<file path="config.mk">
export PLATFORM = sky130hd
export DESIGN_NAME = bf22_back
export DESIGN_NICKNAME = d
export VERILOG_FILES = /design/src/rtl/core/bf22_pkg.sv /design/src/rtl/core/bf22_back.sv
export SDC_FILE = /design/constraint.sdc
export NUM_CORES = 1
export LEC_CHECK = 0
export BUFFER_PORTS_ARGS = -buffer_cell sky130_fd_sc_hd__buf_2
export CAP_MARGIN = 15
export CORE_UTILIZATION = 38
export DETAILED_ROUTE_END_ITERATION = 10
export PLACE_DENSITY = 0.7
export RECOVER_POWER = 100
export SLEW_MARGIN = 15
export SYNTH_ARGS = -nofsm -noshare
export SYNTH_HDL_FRONTEND = slang
export SYNTH_SLANG_ARGS = --single-unit
</file>
<file path="constraint.sdc">
create_clock -name clk -period 3.7 [get_ports clk]
set_input_delay 0.185 -clock clk [delete_from_list [all_inputs] [get_ports clk]]
set_output_delay 0.185 -clock clk [all_outputs]
set_load 0.05 [all_outputs]
</file>
<file path="src/rtl/core/bf22_pkg.sv">
// shared types and constants of the 2x2 box filter
`default_nettype none
package bf22_pkg;

  localparam int PIX_W  = 8;
  localparam int ROW_W  = 12;
  localparam int COL_W  = 11;
  localparam int FW_W   = 12;
  localparam int FH_W   = 13;
  localparam int CFG_W  = 13;
  localparam int CFG_AW = 1;
  localparam int Q_DEPTH = 4;

  localparam logic [FW_W-1:0] FW_RESET = 12'd640;
  localparam logic [FH_W-1:0] FH_RESET = 13'd480;
  localparam logic [FH_W-1:0] MAX_HEIGHT = 13'd4096;

  // register indexes of the config port
  localparam logic [CFG_AW-1:0] REG_FRAME_WIDTH  = 1'd0;
  localparam logic [CFG_AW-1:0] REG_FRAME_HEIGHT = 1'd1;

  // one classified pixel handed from front to back
  typedef struct packed {
    logic [PIX_W-1:0] px;
    logic [PIX_W-1:0] above;
    logic [PIX_W-1:0] filt;
    logic [ROW_W-1:0] row;
    logic [COL_W-1:0] col;
    logic             has_f;
    logic             has_p1;
    logic             has_p2;
    logic             end_col;
  } bf22_item_t;

endpackage
`default_nettype wire

</file>
<file path="src/rtl/core/bf22_back.sv">
// back end: expands each queued pixel into its results, one per cycle unless the output stalls
`default_nettype none
module bf22_back (
  input  wire logic                        clk,
  input  wire logic                        rst_n,
  input  wire bf22_pkg::bf22_item_t        head,
  input  wire logic                        empty,
  output logic                             pop,
  output logic                             out_valid,
  input  wire logic                        out_ready,
  output logic [bf22_pkg::PIX_W-1:0]       out_value,
  output logic [bf22_pkg::ROW_W-1:0]       out_row,
  output logic [bf22_pkg::COL_W-1:0]       out_column,
  output logic                             out_is_filtered,
  output logic                             out_last_in_run,
  output logic                             out_end_of_frame
);
  import bf22_pkg::*;

  logic [2:0]       done_r, done_nxt;
  logic             ov_r, ov_nxt;
  logic [PIX_W-1:0] val_r, val_nxt;
  logic [ROW_W-1:0] row_r, row_nxt;
  logic [COL_W-1:0] col_r, col_nxt;
  logic             filt_r, filt_nxt;
  logic             last_r, last_nxt;
  logic             eof_r, eof_nxt;

  logic [2:0]       pending;
  logic [2:0]       sel;
  logic             load;

  assign pending = {head.has_p2, head.has_p1, head.has_f} & ~done_r;
  assign load    = !empty && (!ov_r || out_ready);

  always_comb begin
    // filtered first, then the pass-through above, then the last-row pixel
    if (pending[0]) begin
      sel = 3'b001;
    end else if (pending[1]) begin
      sel = 3'b010;
    end else begin
      sel = 3'b100;
    end

    done_nxt = done_r;
    ov_nxt   = ov_r && !out_ready;
    val_nxt  = val_r;
    row_nxt  = row_r;
    col_nxt  = col_r;
    filt_nxt = filt_r;
    last_nxt = last_r;
    eof_nxt  = eof_r;
    pop      = 1'b0;

    if (load) begin
      ov_nxt   = 1'b1;
      last_nxt = (pending & ~sel) == 3'b000;
      filt_nxt = sel[0];
      eof_nxt  = sel[2] && head.end_col;
      if (sel[0]) begin
        val_nxt = head.filt;
        row_nxt = head.row - 1'b1;
        col_nxt = head.col - 1'b1;
      end else if (sel[1]) begin
        val_nxt = head.above;
        row_nxt = head.row - 1'b1;
        col_nxt = head.col;
      end else begin
        val_nxt = head.px;
        row_nxt = head.row;
        col_nxt = head.col;
      end
      if (last_nxt) begin
        pop      = 1'b1;
        done_nxt = 3'b000;
      end else begin
        done_nxt = done_r | sel;
      end
    end
  end

  always_ff @(posedge clk) begin
    if (!rst_n) begin
      done_r <= '0;
      ov_r   <= 1'b0;
    end else begin
      done_r <= done_nxt;
      ov_r   <= ov_nxt;
    end
  end

  always_ff @(posedge clk) begin
    val_r  <= val_nxt;
    row_r  <= row_nxt;
    col_r  <= col_nxt;
    filt_r <= filt_nxt;
    last_r <= last_nxt;
    eof_r  <= eof_nxt;
  end

  assign out_valid        = ov_r;
  assign out_value        = val_r;
  assign out_row          = row_r;
  assign out_column       = col_r;
  assign out_is_filtered  = filt_r;
  assign out_last_in_run  = last_r;
  assign out_end_of_frame = eof_r;

endmodule
`default_nettype wire

</file>
Word level (Yosys, flattened, before mapping)
Cells that the tools add are included.
{"block": "op_classes", "addsub": 2, "multipliers": 0, "div_mod_pow": 0, "order_cmp": 0, "n_eq_ne": 0, "shift": 0, "mux": 11, "bitwise": 5, "n_reduce_logical": 8}
{"op": "$mux W12", "n": 2}
{"op": "$mux W8", "n": 2}
{"op": "$sub A12 B1 Y12 const B", "n": 1}
{"op": "$mux W11", "n": 1}
{"op": "$sub A11 B1 Y11 const B", "n": 1}
{"op": "$mux W3", "n": 3}
{"op": "$and A3 B3 Y3", "n": 2}
{"op": "$not A3 Y3", "n": 2}
{"op": "$logic_and A1 B1 Y1", "n": 3}
{"op": "$logic_not A1 Y1", "n": 3}
{"op": "$logic_not A3 Y1", "n": 1}
{"op": "$mux W1", "n": 3}
{"op": "$or A3 B3 Y3", "n": 1}
{"op": "$logic_or A1 B1 Y1", "n": 1}
{"block": "word_totals", "register_bits": 38, "latchBits": 0, "ramBits": 0, "rom_bits": 0, "out_inout_bits": 36, "memories": 0}

Depth between registers and ports, before layout
{"block": "logic_depth", "ltp_word": 9, "depth_mapped": 6, "depth_no_buf": 6}

Worst setup path after synthesis
OpenSTA, ideal clock, no wires.
{"block": "synth_timing", "path_type": "register to output", "startpoint": "reg ov_r (netlist: out_valid)", "endpoint": "out pop", "arrival_time_ps": 1973, "path_slack_ps": 1542, "path_stages_with_launch": 5, "path_buffers": 0, "path_cell_list": "dfxtp_1 -> nand2b_1 -> nand2b_1 -> inv_1 -> and2_1"}
{"block": "synth_between", "elab_chain_cells": 4}
{"element": "start: declaration", "line_no": "bf22_back.sv:21", "source": "logic ov_r, ov_nxt;"}
{"element": "start signal: assignment", "line_no": "bf22_back.sv:89", "source": "ov_r <= ov_nxt;"}
{"element": "$logic_not A1 Y1", "line_no": "bf22_back.sv:34", "source": "assign load = !empty && (!ov_r || out_ready);"}
{"element": "$logic_or A1 B1 Y1", "line_no": "bf22_back.sv:34"}
{"element": "$logic_and A1 B1 Y1", "line_no": "bf22_back.sv:34"}
{"element": "named net load", "line_no": "bf22_back.sv:31", "source": "logic load;"}
{"element": "$mux W1", "line_no": "bf22_back.sv:56", "source": "if (load) begin"}
{"element": "end: declaration", "line_no": "bf22_back.sv:8", "source": "output logic pop,"}
The timed path passes the listed nets, and every way through them passes these cells.

Worst setup path in the final report
{"block": "layout_timing", "startpoint": "reg done_r[0]", "endpoint": "out pop"}
{"block": "layout_between", "elab_chain_cells": 8}
{"element": "start: declaration", "line_no": "bf22_back.sv:20", "source": "logic [2:0] done_r, done_nxt;"}
{"element": "start signal: assignment", "line_no": "bf22_back.sv:88", "source": "done_r <= done_nxt;"}
{"element": "$not A3 Y3 (*)", "line_no": "bf22_back.sv:33", "source": "assign pending = {head.has_p2, head.has_p1, head.has_f} & ~done_r;"}
{"element": "$and A3 B3 Y3 (*)", "line_no": "bf22_back.sv:33"}
{"element": "named net pending[0]", "line_no": "bf22_back.sv:29", "source": "logic [2:0] pending;"}
{"element": "$mux W3", "line_no": "bf22_back.sv:38", "source": "if (pending[0]) begin"}
{"element": "$not A3 Y3", "line_no": "bf22_back.sv:58", "source": "last_nxt = (pending & ~sel) == 3'b000;"}
{"element": "$and A3 B3 Y3 (*)", "line_no": "bf22_back.sv:58"}
{"element": "$logic_not A3 Y1 (*)", "line_no": "bf22_back.sv:58"}
{"element": "$mux W1 (*)", "line_no": "bf22_back.sv:74", "source": "if (last_nxt) begin"}
{"element": "$mux W1 (*)", "line_no": "bf22_back.sv:56"}
Mark *: on every way through the listed nets, which the timed path passes. The rest lies on a longest branch.

==> impl_metrics.yaml <==
drt:
  top_layer_used: "met4"
  avgRoutedWirePerCell_um: 12.2
  routed_via_density: 4.83
  vias: 1488
  met3_length_um: 231
  drcViolationCount: 0
  drt_iter0_markers: 50
  drt-met1-wl_um: 1680
  wl_met2_um: 1790
  antenna_left: 0
  firstDrtPassIters: 4
  drt_wl_total_um: 3760
placed_design:
  port_buffers: 90
  pre_cts_ws_ns: 1.65
  dp_hpwl_um: 2850
  place_congestion: 0.782
worst_hold_path:
  min_from: "empty"
  hold_class: "primary input to flip-flop"
synthesis:
  ys_top_cells_by_area: "edfxtp_1 55%, xnor2_1 5.7%, nand2_1 5.3%"
  synthSimpleGateAreaFrac: 0.200
  synth-seq-area-share: 0.598
  yosysTopAreaCell: "edfxtp_1"
  synth_cells: 162
  yosysUniqueCellTypes: 32
  synth_top_cell_area_share: 0.554
  synth-adder-area-share: 0.0136
  synthXorXnorAreaFrac: 0.0951
  synthFlopType: "edfxtp_1"
  synth_compound_area_frac: 0.0693
  synth_most_common_cell: "edfxtp_1"
  ys_ff_latch: 38
  syn_area_per_cell_um2: 11.4
  syn-num-nets: 219
  netlist_area_um2: 1840
  synth_commonest_cells: "34 x edfxtp_1, 26 x nand2_1, 17 x nor2_1"
  synth-edff-count: 34
  yosysWarnings: 0
  muxShareOfSynthArea: 0
  synth_async_sr_flop_share: 0
  synth_top_family_by_area: "simple AND/OR/NAND/NOR gates"
grt:
  antenna_found_initial: 0
  grt_pass1_vias: 1379
  grt_max_degree: 28
  grt_pass1_wl_um: 5940
  grt.overflow.total: 0
  track_usage: 0.152
clock_tree:
  cts_sinks: 38
  cts_max_path_buffers: 2
  cts_tree: "done"
  cts-root-buf: "clkbuf_8"
  htree_levels: 2
  clkTransAtPathRegs_ns: 0.08
  cts_buffers: 5
  cts_setup_buffers: 0
  cts_hold_buffers: 0
  post_cts_resize_count: 0
  insertion_delay_ns: 0.28
die:
  die-height_um: 71.6
  io_pins: 91
  core_um2: 4500
  die_w_um: 71.6
  die-area_um2: 5130
  rows: 24
  start_util: 0.409
power:
  intPower_uw: 689
  power.density_nw_per_um2: 430
  power_switching_uw: 318
  clock_power_share: 0.269
  vdd.ir_drop.worst_uv: 235
  p_seq_frac: 0.508
  switching_share: 0.316
  cellLeakagePower_uw: 0.000936
  pwr-share-comb: 0.223
flow_run:
  cap_violations: 0
setup_path:
  worstSetupStartpointType: "flip-flop"
  r2r_start: "out_valid"
  cp_slowest_cell: "nand2b_1"
  critPathMaxFanout: 27
  endpoint_kind: "primary output"
  cp.required_ns: 3.51
  cp_cell_sequence: "nand2b_1 -> inv_1 -> a21oi_1 -> and2_1 -> clkbuf_1"
  worstSetupPathType: "flip-flop to primary output"
  crit_start: "done_r[0]"
  rrSetupSlack_ns: 1.41
  worst_path_largest_cell_delay_ns: 0.72
  worstPathArrival_ns: 2.44
finish:
  drive_gt1_frac: 0.238
  fin_nets: 312
  diodes: 0
  syn2layout_area_growth_pct: 27.1
sta:
  fin_skew_ns: 0.00644
  setup_ws_ns: 1.07
  fin_crit_ns: 2.63
  finalSetupViolations: 0
  fmax_mhz: 381
  tightest_slew_ns: 0.972
  setup_total_negative_slack_ns: 0
  rsz0062_at_grt: "no"
  slew_violations: 0
  relSlewSlack: 0.352
  hold_violations: 0
  post-route-period-util: 0.710
outcome:
  status: "finished clean"
==> final timing paths <==
| check | to | depth (start not counted) |
|---|---|---|
| worst max-delay path | pop | 5 |
| worst min-delay path | out_valid | 2 |
| worst max register to register | done_r[1] | 6 |
| worst min register to register | done_r[2] | 1 |
==> layout by cell type, fill, tap and decap left out, drive strengths merged, types with 2 or more instances in the layout <==
master  netlist  final
a21boi        3      3
a21oi         2      2
a31oi         8      8
and3          2      2
buf           2     54
clkbuf        3     42
clkinv        0      2
dfxtp         4      4
edfxtp       34     34
ha            2      2
inv           6      6
nand2        26     26
nand2b        5      5
nand3         4      4
nor2         17     17
nor3          2      2
nor4          6      6
o21ai         5      5
or3           2      2
xnor2        12     12
xor2          8      8
==> stage by stage <==
stage	area, um^2	instances	utilization	hold WS [ns]	total power, uW
2_1_floorplan	1840	162	-	0.291	684
3_3_place_gp	2340	300	0.520	0.384	757
3_5_place_dp	2340	300	0.520	0.400	760
4_1_cts	2430	308	0.539	0.0772	1040
5_1_grt	2340	308	0.520	0.0999	1050
6_report	2340	308	0.520	0.0886	1010
==> critical path, delay by kind of cell (launching register included) <==
family	cells	cell delay (ns)
and+or+nand+nor	2	0.87
buffers and inverters	2	0.72
DFF	1	0.34
AOI/OAI and AO/OA	1	0.23
==> cell families after synthesis <==
logic type / after synthesis
compound gates: 20
xor+xnor: 20
fa+ha+maj: 2
buf+inv: 11
flops: 38
simple gates: 71
==> cell type report <==
| class | instances | area, um^2 |
|---|---|---|
| fill | 433 | 2160 |
| sequential | 38 | 1100 |
| multi-input combinational | 113 | 658 |
| timing repair buffer | 91 | 409 |
| clock buffer | 5 | 68.8 |
| tap | 52 | 65.1 |
| inverter | 6 | 22.5 |
| clock inverter | 3 | 16.3 |
==> state kept, by name, summed over array words and instances (netlist names) <==
name / count
out_row: 12
out_end_of_frame: 1
out_is_filtered: 1
out_column: 11
out_valid: 1
done_r: 3
out_last_in_run: 1
out_value: 8
==> layer usage <==
layer | track usage | vias up
met5 | 0 | -
met2 | 0.261 | 62
met4 | 0.0719 | 0
met1 | 0.185 | 662
li1 | - | 759
met3 | 0.0267 | 5
==> power by group through the flow <==
stage | Combinational [uW] | Clock (uW) | Sequential [uW]
2_1_floorplan | 64.2 | 0 | 620
3_3_place_gp | 237 | 0 | 520
3_5_place_dp | 239 | 0 | 521
4_1_cts | 240 | 284 | 511
5_1_grt | 242 | 296 | 515
6_report | 225 | 271 | 512
Power figures use the tool's default switching activity.
