<file path="src/rtl/core/bf22_pkg.sv">
// shared types and constants of the 2x2 box filter
`default_nettype none
package bf22_pkg;

  localparam int PIX_W  = 8;
  localparam int ROW_W  = 12;
  localparam int COL_W  = 11;
  localparam int FW_W   = 12;
  localparam int FH_W   = 13;
  localparam int CFG_W  = 13;
  localparam int CFG_AW = 1;
  localparam int Q_DEPTH = 4;

  localparam logic [FW_W-1:0] FW_RESET = 12'd640;
  localparam logic [FH_W-1:0] FH_RESET = 13'd480;
  localparam logic [FH_W-1:0] MAX_HEIGHT = 13'd4096;

  // register indexes of the config port
  localparam logic [CFG_AW-1:0] REG_FRAME_WIDTH  = 1'd0;
  localparam logic [CFG_AW-1:0] REG_FRAME_HEIGHT = 1'd1;

  // one classified pixel handed from front to back
  typedef struct packed {
    logic [PIX_W-1:0] px;
    logic [PIX_W-1:0] above;
    logic [PIX_W-1:0] filt;
    logic [ROW_W-1:0] row;
    logic [COL_W-1:0] col;
    logic             has_f;
    logic             has_p1;
    logic             has_p2;
    logic             end_col;
  } bf22_item_t;

endpackage
`default_nettype wire

</file>
<file path="src/rtl/core/bf22_queue.sv">
// short queue of classified pixels between front and back
`default_nettype none
module bf22_queue (
  input  wire logic                  clk,
  input  wire logic                  rst_n,
  input  wire logic                  push,
  input  wire bf22_pkg::bf22_item_t  push_item,
  output logic                       full,
  input  wire logic                  pop,
  output bf22_pkg::bf22_item_t       head,
  output logic                       empty
);
  import bf22_pkg::*;

  localparam int PW = $clog2(Q_DEPTH);

  bf22_item_t       mem_r [Q_DEPTH];
  logic [PW-1:0]    wr_ptr_r;
  logic [PW-1:0]    rd_ptr_r;
  logic [PW:0]      count_r;

  assign full  = count_r == (PW+1)'(Q_DEPTH);
  assign empty = count_r == '0;
  assign head  = mem_r[rd_ptr_r];

  always_ff @(posedge clk) begin
    if (!rst_n) begin
      wr_ptr_r <= '0;
      rd_ptr_r <= '0;
      count_r  <= '0;
    end else begin
      if (push) begin
        wr_ptr_r <= wr_ptr_r + 1'b1;
      end
      if (pop) begin
        rd_ptr_r <= rd_ptr_r + 1'b1;
      end
      if (push && !pop) begin
        count_r <= count_r + 1'b1;
      end else if (pop && !push) begin
        count_r <= count_r - 1'b1;
      end
    end
  end

  always_ff @(posedge clk) begin
    if (push) begin
      mem_r[wr_ptr_r] <= push_item;
    end
  end

endmodule
`default_nettype wire

</file>
<file path="config.mk">
export PLATFORM = sky130hd
export DESIGN_NAME = bf22_queue
export DESIGN_NICKNAME = d
export VERILOG_FILES = /design/src/rtl/core/bf22_pkg.sv /design/src/rtl/core/bf22_queue.sv
export SDC_FILE = /design/constraint.sdc
export NUM_CORES = 1
export LEC_CHECK = 0
export BUFFER_PORTS_ARGS = -buffer_cell sky130_fd_sc_hd__buf_2
export CORE_UTILIZATION = 50
export DETAILED_ROUTE_END_ITERATION = 10
export GPL_TIMING_DRIVEN = 1
export HOLD_SLACK_MARGIN = 0.05
export MAX_ROUTING_LAYER = met4
export PLACE_DENSITY = 0.71
export RECOVER_POWER = 50
export SLEW_MARGIN = 25
export SYNTH_ARGS = -nofsm -noshare
export SYNTH_HDL_FRONTEND = slang
export SYNTH_SLANG_ARGS = --single-unit
</file>
<file path="constraint.sdc">
create_clock -name clk -period 4.41 [get_ports clk]
set_input_delay 0.441 -clock clk [delete_from_list [all_inputs] [get_ports clk]]
set_output_delay 0.441 -clock clk [all_outputs]
set_load 0.03 [all_outputs]
</file>
# Word level (Yosys, flattened, before mapping)
# Memory sizes are Yosys's and may differ from the RTL's. A register that Yosys moved wholly into a read port is not among the register bits.
# Index checks and enable logic that the tools add are counted.
totals:
  register_bits: 7
  mem_bits_rw: 204
  out_inout_bits: 53
  elab_cells: 21
  memories: 1
mem_list:
  columns: ["name", "depth", "word_bits", "rd", "rd_clocked_by_memory_dff", "write_ports", "line_no", "rtl"]
  rows:
  - ["mem_r", 4, 51, 1, 1, 1, "bf22_queue.sv:17", "bf22_item_t mem_r [Q_DEPTH];"]
op_classes:
  addsub: 4
  n_eq_ne: 1
  mux: 6
  n_reduce_logical: 6
ops:
  columns: ["op", "n"]
  rows:
  - ["$mux W3", 2]
  - ["$add A2 B1 Y2 const B", 2]
  - ["$mux W2", 2]
  - ["$add A3 B1 Y3 const B", 1]
  - ["$eq A3 B3 Y1 const B", 1]
  - ["$logic_not A3 Y1", 1]
  - ["$sub A3 B1 Y3 const B", 1]
  - ["$logic_and A1 B1 Y1", 2]
  - ["$logic_not A1 Y1", 2]
  - ["$mux W1", 2]
  - ["$reduce_bool A2 Y1", 1]

# Longest topological paths before layout
# Gate-level depths: netlist (run 1).
depth:
  word_depth: 4
  depth_mapped: 7

# Worst setup path before layout (run 1)
# OpenSTA, ideal clock, no wires.
synth_path:
  path_type: "register to register"
  from: "reg wr_ptr_r[0]"
  to: "mem mem_r[2][0] (netlist bit) (enable)"
  arrival_ns: 1.755
  required_ns: 3.996
  slack_ns: 2.241
  path_stages_with_launch: 4
  synth_period_minus_slack_ns: 2.169
  cell_sequence: "dfxtp_1 -> inv_1 -> ha_1 -> and2_1"
synth_lines:
  columns: ["item", "line_no", "rtl"]
  rows:
  - ["start, declared", "bf22_queue.sv:18", "logic [PW-1:0] wr_ptr_r;"]
  - ["start signal, assigned", "bf22_queue.sv:33", "wr_ptr_r <= wr_ptr_r + 1'b1;"]
  - ["end, declared", "bf22_queue.sv:17", null]
# No word-level cell before the write port.

# Final worst setup path (run 1)
layout_path:
  from: "reg wr_ptr_r[0]"
  to: "mem mem_r[3][32] (netlist bit) (enable)"
# No word-level cell before the write port.

==> results of run 1 <==
-- state kept, by name (all words and copies together) (netlist names), named ones only --
register / flops
rd_ptr_r: 2
count_r: 3
wr_ptr_r: 2
mem_r: 204
-- per-layer routing --
layer	vias up	wire [um]	GRT usage, %
met3	19	752	3.48
li1	1555	-	-
met5	-	0	-
met2	98	6640	28.7
met4	0	210	5.67
met1	1833	5320	20.4
-- worst max-delay path by stage --
stage | depth (start not counted) | slack, ns | start | to
floorplan | 3 | 2.24 | wr_ptr_r[0]$_SDFFE_PN0P_ | mem_r[2][0]$_DFFE_PP_
global placement | 2 | 1.96 | flip-flop | head[46]
detailed placement | 3 | 2.00 | flip-flop | head[14]
CTS | 3 | 1.48 | flip-flop | head[14]
global route | 3 | 0.89 | wr_ptr_r[0]$_SDFFE_PN0P_ | mem_r[3][7]$_DFFE_PP_
finish | 3 | 1.12 | wr_ptr_r[0]$_SDFFE_PN0P_ | mem_r[3][32]$_DFFE_PP_
-- logic make-up (layout without fill, tap and decap cells) --
kind of cell,count (synthesis),count (layout),share of synthesized area (%)
fa+ha+maj,6,6,1.05
flops,213,213,80.2
mux,53,53,14.9
compound gates,2,2,0.159
simple gates,15,15,1.16
buf+inv,16,157,1.97
xor+xnor,5,5,0.557
-- placed cells by master, fill, tap and decap left out --
cell type and instances:
a21boi_0 1, and2_0 5, and2_1 2, and2_2 2, buf_16 1, buf_2 54, buf_4 5, bufinv_16 1
clkbuf_1 59, clkbuf_16 23, clkinv_1 4, clkinv_2 4, dfxtp_1 7, dfxtp_2 1, dfxtp_4 1, edfxtp_1 204
fa_1 1, ha_1 5, inv_1 4, inv_6 2, mux2i_1 2, mux4_1 1, mux4_2 50, nand2_1 1
nor2b_1 2, nor3_1 1, nor3b_1 1, o21ai_0 1, or3_1 1, xnor2_1 2, xor2_1 3
-- cells in the mapped netlist (all sizes together) (2+ instances only) --
cell / number / area, sq um
mux2i: 2 / 20.0
ha: 5 / 62.6
and2: 9 / 56.3
edfxtp: 204 / 6130
dfxtp: 9 / 180
inv: 4 / 15.0
mux4: 51 / 1150
nor2b: 2 / 12.5
xor2: 3 / 26.3
buf: 12 / 140
xnor2: 2 / 17.5
-- per-stage QoR --
step	cell area, sq um	hold WS (ns)
CTS	9280	0.145
finish	9210	0.207
global placement	8570	0.488
global route	9210	0.199
floorplan	7860	0.472
detailed placement	8600	0.522
-- cell type report --
class | count | area, sq um
clock inverters | 11 | 82.6
repair buffers | 113 | 534
fillers | 1124 | 6050
well taps | 211 | 264
flip-flops and latches | 213 | 6310
inverters | 4 | 15.0
multi-input cells | 81 | 1410
clock buffers | 29 | 598
-- report_power, final --
| group | switching, W | total (W) | internal [W] | leakage, nW |
|---|---|---|---|---|
| clock network | 0.000707 | 0.00172 | 0.00102 | 0.336 |
| logic | 0.000319 | 0.000512 | 0.000193 | 0.721 |
| registers | 0.0000495 | 0.00237 | 0.00232 | 1.95 |
-- critical path: cells and delay by family, from the launching register on --
family | cells | cell delay, ns
fa+ha+maj | 1 | 0.18
buf+inv | 1 | 0.56
flops | 1 | 0.40
simple gates | 1 | 1.77
==> run_results.csv, run 1 <==
group,metric,value,unit
hold_path,min_to,"mem_r[0][45]$_DFFE_PP_",
synth,synth_area,7860,sq um
drt,first_iter_violations,201,
synth,synth_fp_nets,371,
floorplanning,rows,45,
placement,post-place-cells,622,
critical_path,required,4.57,ns
clocking,cts_buffer_depth,3,
placement,dp_slack,2.00,ns
synth,synth_cell_types,22,
hold_path,holdPathStages,1,
finish,fin_cells,662,
floorplanning,dieWidth,127,um
global_route,grt_pass1_vias,3751,
critical_path,r2r-end,"mem_r[3][32]$_DFFE_PP_",
finish,drive_gt1_share,31.9,%
floorplanning,dieArea,16200,sq um
clocking,cts_tree,"yes",
critical_path,critical_path_class,"reg -> reg",
hold_path,hp-start,"push_item[45]",
critical_path,worstPathArrival,3.44,ns
drt,drcViolationCount,0,
critical_path,slowest_stage,"and2_0",
clocking,cts_sinks,213,
clocking,htreeDepth,1,
critical_path,crit_fanout,32,
drt,first_pass_iters,4,
critical_path,crit_chain,"ha_1 > and2_0 > buf_4",
global_route,antenna_found_initial,0,
floorplanning,ios,108,
synth,synth.avg_cell_area,25.4,sq um
sta,period_share,74.5,%
critical_path,rrSetupSlack,1.12,ns
sta,tightest_slew,2.44,ns
floorplanning,dieHeight,127,um
sta,final.setup.tns,0,ns
sta,clock.fmax,304,MHz
synth,synth_edf_count,204,
clocking,post-cts-setup-buffer-count,0,
synth,synthArstFlopShare,0,%
floorplanning,initial_core_util,51.5,%
synth,syn_inst,310,
drt,wire_per_inst,19.5,um
sta,fin_crit,3.29,ns
global_route,grt_pass1_wl,19900,um
synth,synth_flop_cell,"edfxtp_1",
global_route,grt_max_degree,34,
power,static-leakage-power,3.01,nW
floorplanning,core_area,15300,sq um
critical_path,max_stage_delay,1.77,ns
power,power_density,501,nW/um^2
hold_path,hold_path_class,"in -> reg",
power,max-vdd-ir-drop,0.325,mV
placement,io_buffers,107,
clocking,cts_buffers,22,
synth,ys_seq_area_share,80.2,%
run,max-cap-violations,2,
critical_path,worstRegToRegCells,3,
drt,ant_nets,0,
status,outcome,"complete, but fails checks",
clocking,root_buffer,"clkbuf_16",
placement,globalplace.congestion,0.681,
placement,hpwl,7630,um
drt,wl,12900,um
drt,vias,3505,
clocking,clk-insertion-delay-late,0.49,ns
drt,viasPerCell,5.29,
finish,fin_nets,496,
sta,final.setup.worst_slack,1.12,ns
critical_path,reg2reg_from,"wr_ptr_r[0]$_SDFFE_PN0P_",
finish,area_delta_synth_final,17.1,%
sta,slew_violations,66,
finish,antennaDiodeCount,0,
critical_path,end_kind,"flip-flop",
critical_path,crit_path_start_kind,"flip-flop",
clocking,cts_hold_buf,0,
synth,ys_warn_count,0,
power,power,0.00461,W
status,violations,"capacitance limit, slew limit",
synth,ys_ff_latch,213,
global_route,grt_usage,16.9,%
sta,rsz0062_at_grt,"no",
clocking,ctsResizeCount,0,
sta,finalHoldViolCount,0,
clocking,cts.clk_slew.worst_paths,0.06,ns
global_route,gr-total-overflow,0,
sta,finalSetupViolations,0,
sta,finClkSkew,0.00913,ns
sta,max-slew-margin-rel,-62.7,%
finish,final_core_utilization,60.4,%
(Power assumes the default switching activity.)
==> run 2, diff against run 1 <==
PLACE_DENSITY = 0.74   (was 0.71)
clock period = 2.9 ns   (was 4.41 ns; I/O delays follow)
==> run 2 against run 1 <==
The run now ends clean. Sequential power rose by 52%. Critical path depth is the same. Worst setup slack got worse by 0.81 ns. Highest routed layer unchanged. Clock skew down 0.0041 ns. Design area rose by 6.6%. Sequential share of layout area is 4.2 points lower.
==> run_results.csv, run 2 (synthesized netlist as in run 1, its figures left out) <==
group,metric,value,unit
status,outcome,"finished clean",
finish,fin_cells,718,
finish,drive_gt1_share,31.0,%
power,power_density,739,nW/um^2
clocking,cts_sinks,213,
sta,fin_crit,2.59,ns
clocking,cts_buffer_depth,3,
finish,area_delta_synth_final,24.8,%
floorplanning,dieWidth,127,um
run,max-cap-violations,0,
drt,vias,3705,
global_route,grt_pass1_vias,4020,
placement,globalplace.congestion,0.704,
power,power,0.00726,W
critical_path,crit_fanout,28,
placement,post-place-cells,626,
hold_path,hold_path_class,"in -> reg",
drt,wire_per_inst,19.5,um
placement,hpwl,8310,um
drt,viasPerCell,5.16,
global_route,gr-total-overflow,0,
drt,drcViolationCount,0,
sta,clock.fmax,386,MHz
sta,rsz0062_at_grt,"no",
critical_path,crit_path_start_kind,"flip-flop",
floorplanning,ios,108,
finish,regMostFlops,"mem_r",
sta,finClkSkew,0.00505,ns
critical_path,end_kind,"output port",
floorplanning,dieArea,16200,sq um
finish,mostFrequentLayoutCells,"edfxtp_1, buf_2, clkbuf_1",
finish,top_regs,"mem_r (204), count_r (3)",
sta,slew_violations,0,
clocking,ctsResizeCount,0,
floorplanning,dieHeight,127,um
clocking,clk-insertion-delay-late,0.49,ns
drt,first_iter_violations,298,
sta,finalHoldViolCount,0,
clocking,cts_tree,"yes",
drt,wl,14000,um
placement,io_buffers,107,
clocking,cts_hold_buf,51,
global_route,grt_usage,18.5,%
floorplanning,rows,45,
global_route,antenna_found_initial,1,
global_route,grt_pass1_wl,21800,um
critical_path,required,2.61,ns
power,max-vdd-ir-drop,0.472,mV
critical_path,critical_path_class,"reg -> out",
floorplanning,initial_core_util,51.5,%
finish,final_common_cell,"edfxtp_1",
finish,final_core_utilization,64.3,%
drt,ant_nets,0,
critical_path,worstPathArrival,2.30,ns
clocking,post-cts-setup-buffer-count,0,
drt,first_pass_iters,4,
global_route,grt_max_degree,52,
floorplanning,core_area,15300,sq um
clocking,cts.clk_slew.worst_paths,0.06,ns
sta,final.setup.tns,0,ns
clocking,cts_buffers,22,
sta,finalSetupViolations,0,
clocking,htreeDepth,1,
finish,fin_nets,551,
sta,tightest_slew,1.49,ns
power,static-leakage-power,3.28,nW
finish,largest_reg_flops,204,
sta,max-slew-margin-rel,0.983,%
sta,period_share,89.3,%
clocking,root_buffer,"clkbuf_16",
==> run 2: worst max-delay path, cell delays in order, from the launching register on <==
cell and delay [ns]:
dfxtp_4 0.73, buf_4 0.32, mux4_2 0.54, buf_2 0.20
==> run 2: power breakdown <==
group / internal [W] / total [W] / switching (W)
clock network: 0.00171 / 0.00280 / 0.00109
logic: 0.000344 / 0.000852 / 0.000508
registers: 0.00353 / 0.00361 / 0.0000729
total: 0.00559 / 0.00726 / 0.00167
==> run 2: metal layers <==
layer | routed length (um) | vias to the layer above | global-route usage, %
met2 | 7370 | 107 | 31.5
met5 | 0 | - | -
met1 | 5720 | 1908 | 22.9
met3 | 705 | 18 | 3.22
met4 | 220 | 0 | 5.60
li1 | - | 1672 | -
==> run 2: metrics by stage <==
| stage | area [sq um] | setup slack, ns | hold WS [ns] |
|---|---|---|---|
| 3_3_place_gp | 8650 | 0.826 | 0.481 |
| 6_report | 9820 | 0.310 | 0.128 |
| 4_1_cts | 9890 | 0.233 | 0.113 |
| 5_1_grt | 9820 | 0.175 | 0.126 |
| 3_5_place_dp | 8650 | 0.760 | 0.509 |
| 2_1_floorplan | 7860 | 0.731 | 0.389 |
==> run 2: path summary, 6_finish.rpt <==
kind / start / depth (start not counted) / slack [ns] / end
worst max-delay path: flip-flop / 3 / 0.31 / head[40]
worst min-delay path: rst_n / 2 / 0.13 / count_r[2]$_SDFFE_PN0P_
worst max register to register: wr_ptr_r[0]$_SDFFE_PN0P_ / 4 / 0.66 / mem_r[2][49]$_DFFE_PP_
worst min register to register: count_r[2]$_SDFFE_PN0P_ / 2 / 0.53 / count_r[2]$_SDFFE_PN0P_
==> run 2: area by class of cell <==
class,count,area (sq um)
Fill cell,1055,5440
Antenna cell,1,2.50
Clock inverter,15,153
Clock buffer,25,583
Multi-Input combinational cell,81,1410
Inverter,4,15.0
Timing Repair Buffer,168,1080
Tap cell,211,264
Sequential cell,213,6310
==> run 3, diff against run 2 <==
ABC_AREA = 1   (was unset)
==> run 3 against run 2 <==
First-iteration DRC count increased by 15%. Sequential cell count unchanged. Clock skew increased by 0.0089 ns. Critical path type unchanged. Wire length up 21%. Largest power group unchanged. Synthesized cell count is 78% higher. Design area grew 1.6%. Global-route usage is 2.8 points higher. Total power increased by 1.4%.
==> run_results.csv, run 3 <==
group,metric,value,unit
synth,synthMostInstantiatedCell,"edfxtp_1",
synth,yosysTopAreaCellShare,76.2,%
status,outcome,"finished clean",
placement,io_buffers,107,
power,static-leakage-power,3.47,nW
power,p_seq_share,48.4,%
floorplanning,dieWidth,129,um
finish,largest_reg_flops,204,
synth,synth_area_leaders,"edfxtp_1, nor2_1, o22ai_1, o21ai_1, o21ai_0",
global_route,grt_pass1_vias,5205,
floorplanning,dieArea,16600,sq um
drt,drcViolationCount,0,
drt,wire_per_inst,18.1,um
drt,viasPerCell,5.46,
drt,wl,16900,um
global_route,grt_max_degree,71,
synth,ys_ff_latch,213,
power,power.share.clock,40.4,%
finish,final_common_cell,"edfxtp_1",
finish,top_regs,"mem_r (204), count_r (3)",
sta,finalHoldViolCount,0,
critical_path,crit_fanout,22,
power,intPower,0.00565,W
critical_path,worstPathArrival,2.20,ns
floorplanning,core_area,15400,sq um
power,max-vdd-ir-drop,0.501,mV
floorplanning,ios,108,
synth,ys_warn_count,0,
finish,final_core_utilization,64.6,%
critical_path,end_kind,"output port",
power,p_sw_share,23.3,%
global_route,grt_busiest_layer,"met2",
critical_path,max_stage_delay,0.46,ns
finish,area_delta_synth_final,24.1,%
critical_path,crit_path_start_kind,"flip-flop",
power,power.switching,0.00172,W
placement,globalplace.congestion,0.728,
critical_path,crit_chain,"inv_2 > buf_4 > o21ai_0 > o22ai_1 > buf_2",
finish,antennaDiodeCount,0,
synth,synth_edf_count,204,
clocking,root_buffer,"clkbuf_16",
hold_path,hold_path_class,"in -> reg",
drt,vias,5120,
sta,fin_crit,2.49,ns
clocking,cts_sinks,213,
synth,synth_top_cell_by_area,"edfxtp_1",
sta,max-slew-margin-rel,34.0,%
power,power_density,738,nW/um^2
sta,whs,0.0977,ns
synth,synth_cell_types,20,
finish,drive_gt1_share,14.6,%
sta,finalSetupViolations,0,
critical_path,critical_path_class,"reg -> out",
global_route,use_met2,37.6,%
global_route,antenna_found_initial,0,
finish,regMostFlops,"mem_r",
global_route,grt_usage,21.4,%
global_route,gr-total-overflow,0,
floorplanning,dieHeight,129,um
finish,fillers,1192,
synth,synth_flop_cell,"edfxtp_1",
sta,finClkSkew,0.0140,ns
clocking,cts_tree,"yes",
finish,fin_nets,772,
floorplanning,initial_core_util,52.1,%
drt,first_pass_iters,5,
drt,first_iter_violations,344,
synth,synth.avg_cell_area,14.6,sq um
clocking,clk-insertion-delay-late,0.50,ns
run,max-cap-violations,0,
critical_path,crit_buf_inv,3,
synth,syn_inst,551,
synth,synth_common_cells,"edfxtp_1, nor2_1, o21ai_1",
synth,ys_seq_area_share,78.5,%
synth,synth_area,8040,sq um
clocking,cts_buffers,22,
sta,final.setup.tns,0,ns
clocking,cts_buffer_depth,3,
synth,synth_fp_nets,612,
finish,mostFrequentLayoutCells,"edfxtp_1, nor2_1, o21ai_1",
synth,synthArstFlopShare,0,%
floorplanning,rows,45,
critical_path,required,2.61,ns
global_route,met3_usage,3.95,%
critical_path,slowest_stage,"dfxtp_2",
drt,ant_nets,0,
sta,rsz0062_at_grt,"no",
clocking,htreeDepth,1,
power,comb_power_share,11.1,%
critical_path,cpLargestDelayFamily,"buffers and inverters",
global_route,grt_pass1_wl,26300,um
sta,period_share,85.8,%
sta,clock.fmax,402,MHz
sta,slew_violations,0,
placement,hpwl,9410,um
sta,tightest_slew,0.989,ns
clocking,ctsResizeCount,0,
global_route,grt_use_met1,25.5,%
clocking,cts.clk_slew.worst_paths,0.06,ns
==> run 3: cell types whose count changed in the layout (fill, tap and decap cells not counted), sizes merged, moves of 4 or more <==
cell	before	now
inv	5	16
o21ai	1	108
and2	9	0
nand2	1	9
nor2	0	107
mux4	51	0
a21oi	0	4
o22ai	0	51
==> run 3: power groups by stage <==
stage	Combinational, W	Clock, W	Sequential [W]
after global placement	0.000752	0	0.00362
after detailed placement	0.000773	0	0.00363
after global routing	0.000886	0.00315	0.00357
after CTS	0.000834	0.00303	0.00356
final	0.000820	0.00298	0.00356
after floorplan	0.000528	0	0.00361
==> run 3: cells by family (layout without fill, tap and decap cells) <==
group | Yosys count | count (layout) | share of synthesized area [%]
flip-flops | 213 | 213 | 78.5
AO/OA/AOI/OAI | 163 | 163 | 10.9
AND/OR/NAND/NOR | 120 | 120 | 5.68
buffers and inverters | 49 | 224 | 3.86
adder cells (fa/ha/maj) | 6 | 6 | 1.03
==> run 3: final cells by class <==
cell class | instances | area (sq um) | share of cell area, %
repair buffers | 168 | 1130 | 11.4
well taps | 211 | 264 | 2.65
clock buffers | 24 | 579 | 5.81
multi-input cells | 289 | 1420 | 14.2
flip-flops and latches | 213 | 6310 | 63.3
inverters | 17 | 65.1 | 0.652
clock inverters | 15 | 203 | 2.03
==> run 3: path summary, 6_finish.rpt <==
check	startpoint	to	slack [ns]	cells after the start
max	flip-flop	head[34]	0.41	5
min	rst_n	count_r[0]$_SDFFE_PN0P_	0.1	3
max reg2reg	wr_ptr_r[1]$_SDFFE_PN0P_	mem_r[3][14]$_DFFE_PP_	0.91	4
min reg2reg	rd_ptr_r[1]$_SDFFE_PN0P_	flip-flop	0.44	1
==> run 3: per-layer routing <==
metal	share of wire, %	vias to the layer above
li1	-	2383
met1	42	2560
met2	52	158
met3	5.4	19
met4	1.3	0
met5	0	-
==> run 3: repair_timing <==
| item | 4_1_cts | 5_1_grt |
|---|---|---|
| hold buffers | 51 | 0 |
| endpoints found under the hold margin | 204 | 0 |
| buffers inserted | 0 | 0 |
==> run 3: through the flow <==
step           instances  power (W)  area [sq um]  setup WS (ns)
6_report             937    0.00736          9970          0.411
5_1_grt              937    0.00761          9970          0.320
4_1_cts              937    0.00743         10000          0.391
3_5_place_dp         847    0.00440          8740          0.948
3_3_place_gp         847    0.00437          8740          0.990
2_1_floorplan        551    0.00414          8040          0.910
==> run 3: tightest hold or removal path, cell delays in order <==
cell and delay, ns:
buf_2 0.14, o21ai_0 0.08, a21oi_1 0.04
